$ cat src/hw/rtl/cmq_ram.sv
// Generic single-clock RAM for the message queue.
// One write port, one read port with registered read data. No dependencies.
module cmq_ram #(
	parameter int WIDTH = 8,
	parameter int DEPTH = 16
) (
	input  logic                     clk,
	input  logic                     we,
	input  logic [$clog2(DEPTH)-1:0] waddr,
	input  logic [WIDTH-1:0]         wdata,
	input  logic                     re,
	input  logic [$clog2(DEPTH)-1:0] raddr,
	output logic [WIDTH-1:0]         rdata
);

	logic [WIDTH-1:0] mem_q [DEPTH];

	always_ff @(posedge clk) begin
		if (we) begin
			mem_q[waddr] <= wdata;
		end
		if (re) begin
			rdata <= mem_q[raddr];
		end
	end

endmodule

$ cat config.mk
export PLATFORM = sky130hd
export DESIGN_NAME = cmq_ram
export DESIGN_NICKNAME = d
export VERILOG_FILES = /design/src/hw/rtl/cmq_ram.sv
export SDC_FILE = /design/constraint.sdc
export NUM_CORES = 1
export LEC_CHECK = 0
export ABC_AREA = 1
export ABC_CLOCK_PERIOD_IN_PS = 1200
export BUFFER_PORTS_ARGS = -buffer_cell sky130_fd_sc_hd__buf_2
export CORE_ASPECT_RATIO = 0.7
export CORE_MARGIN = 4
export CORE_UTILIZATION = 55
export CTS_CLUSTER_SIZE = 10
export DETAILED_ROUTE_END_ITERATION = 12
export GPL_TIMING_DRIVEN = 1
export PLACE_DENSITY = 0.75
export SYNTH_ARGS = -nofsm -noshare
export SYNTH_HDL_FRONTEND = slang
export SYNTH_SLANG_ARGS = --single-unit
$ cat constraint.sdc
create_clock -name clk -period 1.2 [get_ports clk]
set_input_delay 0.24 -clock clk [delete_from_list [all_inputs] [get_ports clk]]
set_output_delay 0.24 -clock clk [all_outputs]
set_load 0.02 [all_outputs]
Word level (Yosys, flattened, before mapping)
Memory sizes are Yosys's and may differ from the RTL's. A register that Yosys moved wholly into a read port is not among the register bits.
Cells that the tools add are included.
- muxes and demuxes: 2
- operator list (cell ; count):
    2-to-1 mux 1 bit ; 2
- input port bits: 19
- memories: 1
- output and inout port bits: 8
- flip-flop bits (word level): 0
- word-level logic and storage cells: 3
- memory bits (writable): 128
- memories (memory ; words ; width ; rd ports ; clocked after memory_dff ; wr ports ; line ; text):
    mem_q ; 16 ; 8 ; 1 ; 1 ; 1 ; 16 ; logic [WIDTH-1:0] mem_q [DEPTH];

Logic depth before layout (Yosys ltp)
- depth in word-level cells: 2
- gate-level depth with buffers: 8
- mapped depth without buffers: 7

Worst setup path after synthesis
OpenSTA, ideal clock, no wires.
- path type: input to register
- start point: in waddr[3]
- end point: mem mem_q[4][0] (enable)
- path buffers: 0
- library setup time: 0.370 ns
- arrival: 0.821 ns
- data required time: 0.830 ns
- slack: 0.009 ns
- cell stages on the path: 2
- path through: nand3b_1 > nor2_1
- RTL lines (element ; line ; text):
    start, declared ; 9 ; input logic [$clog2(DEPTH)-1:0] waddr,
    end, declared ; 16 ;
No word-level cell before the write port.

Final worst setup path
- start point: reg rdata[0], read port of mem_q
- end point: out rdata[0]
- RTL lines (element ; line ; text):
    start, declared ; 13 ; output logic [WIDTH-1:0] rdata
No word-level cell between the ends.

==> reports/qor.yml <==
detail_route.vias_per_cell: 5.31
die_area_sq_um: 12400
cpMaxStageDelayCell: "edfxtp_1"
maxCapViolCount: 0
holdPathEnd: "rdata[0]$_DFFE_PP_"
ys_ff_latch: 136
final_common_cell: "nand2_1"
syn_inst: 551
antenna-diode-count: 0
avgSynthCellArea_sq_um: 10.6
ant_nets: 0
crit_path_start_kind: "flop"
drc_errors: 0
period_share_pct: 103
slew_violations: 0
critPathKind: "reg -> out"
ys_types: 11
crit_path_end_kind: "output pin"
rsz0062_at_grt: "yes"
power_leakage_nw: 3.06
clock-sinks: 136
min_from: "re"
cp_max_fo: 1
violations: "negative setup slack"
root_buffer: "clkbuf_16"
finalClockSkew_ns: 0.0116
utilization_pct: 67.7
synth_xor_area_share_pct: 0
post_drt_wl_per_cell_um: 17.8
grt_pass1_wl_um: 20600
synth_area_leaders: "edfxtp_1, nand2_1, nand3_1"
clk_latency_ns: 0.42
area_delta_synth_final_pct: 20.0
drive_above_1_share_pct: 16.4
hold_violations: 0
fin_nets: 622
yosysSeqAreaShare_pct: 69.8
synthMuxAreaShare_pct: 0
peakVddDrop_mv: 1.66
first_pass_iters: 5
fmax_mhz: 810
rrSetupSlack_ns: 0.03
slew_headroom_pct: 61.7
coreArea_sq_um: 10400
drt_iter0_markers: 661
r2r_end: "rdata[6]$_DFFE_PP_"
hold_slack_ns: 0.194
synth_top_area_cell: "edfxtp_1"
hold_path_class: "in -> reg"
synth_compound_area_share_pct: 0
antenna_found_initial: 0
r2r-start: "mem_q[1][6]$_DFFE_PP_"
die_x_um: 131
fin_ws_ns: -0.0344
power_density_nw_per_um2: 1670
finalSetupViolCount: 3
netlist.area_leader.share_pct: 69.8
start_util_pct: 56.5
vias: 3970
die_h_um: 94.3
max_stage_delay_ns: 0.42
cts-buffers-inserted: 17
grt_overflow_total: 0
hpwl_um: 8080
yosys_warnings: 0
worstMarginPinSlew_ns: 0.573
cts_buffer_depth: 2
finalPower_mw: 11.7
clkSlewWorstSetupHoldPaths_ns: 0.06
gp_congestion: 0.859
numPortBuffers: 26
cts_hold_buf: 0
yosys.area_share.simple_pct: 20.8
crit_buf_inv: 1
h-tree-depth: 4
reg2reg_depth: 6
path_cells: "buf_6"
cts_tree: "built"
most-common-layout-cells: "nand2_1, edfxtp_1, inv_1, nand3_1, buf_4"
synth_fa_ha_area_share_pct: 0
synth_top_family_by_area: "simple AND/OR/NAND/NOR gates"
gr-usage-all-layers_pct: 22.7
path_delay_family: "flip-flops"
hold_path_depth: 1
startpoint: "rdata[0]$_DFFE_PP_"
synth_area_sq_um: 5850
pin_count: 27
status: "complete, but fails checks"
crit_arrival_ns: 0.99
first_global_vias: 3734
grt_max_degree: 33
cp.required_ns: 0.96
min_period_ns: 1.23
syn_nets: 570
routed_wl_um: 13300
num_rows: 31
per-layer routing:
metal	wire length, um	share of wire (%)	vias up	track usage (%)
li1	-	-	1894	-
met2	6050	45	190	33.0
met4	186	1.4	0	8.22
met3	1220	9.2	21	8.35
met1	5870	44	1865	31.6
met5	0	0	-	0
synth_stat cells:
master and instances:
nand2_1 173, edfxtp_1 136, inv_1 100, nand3_1 97, nor2_1 17, buf_2 13, buf_6 6, buf_4 4
inv_2 2, nand3b_1 2, buf_1 1
what timing repair did:
item / CTS / global route
gates resized for setup: 6 / 20
setup endpoints to repair: 4 / 13
buffers inserted: 0 / 0
pin swaps: 0 / 2
registers in the layout, summed over array words and instances (netlist names):
name   flops
mem_q    128
rdata      8
cell type report:
type	count	area [sq um]
Multi-Input combinational cell	289	1290
Timing Repair Buffer	57	463
Sequential cell	136	4080
Inverter	102	383
Clock buffer	18	429
Tap cell	132	165
Fill cell	765	3340
Clock inverter	14	205
worst max-delay path by stage:
stage,endpoint,slack (ns),cells after the start
CTS,rdata[0],-0.05,1
detailed placement,rdata[3]$_DFFE_PP_,-0.32,6
global placement,rdata[3]$_DFFE_PP_,-0.31,6
floorplan,mem_q[4][0]$_DFFE_PP_,0.009,2
global route,rdata[0],-0.06,1
finish,rdata[0],-0.03,1
per-stage QoR:
step / setup TNS (ns) / setup WS (ns) / area, sq um / std cells
2_1_floorplan: 0 / 0.00916 / 5850 / 551
3_3_place_gp: -2.98 / -0.308 / 6270 / 716
3_5_place_dp: -4.96 / -0.322 / 6270 / 716
4_1_cts: -0.101 / -0.0508 / 6920 / 748
5_1_grt: -0.260 / -0.0632 / 7020 / 748
6_report: -0.0509 / -0.0344 / 7020 / 748
power breakdown:
group	internal [mW]	switching (mW)
sequential	5.35	0.0315
combinational	0.252	0.512
clock	3.66	1.93
total	9.27	2.48
cell families after synthesis:
logic type,after synthesis
AND/OR/NAND/NOR,289
flip-flops,136
buffers and inverters,126
(Power assumes the default switching activity.)
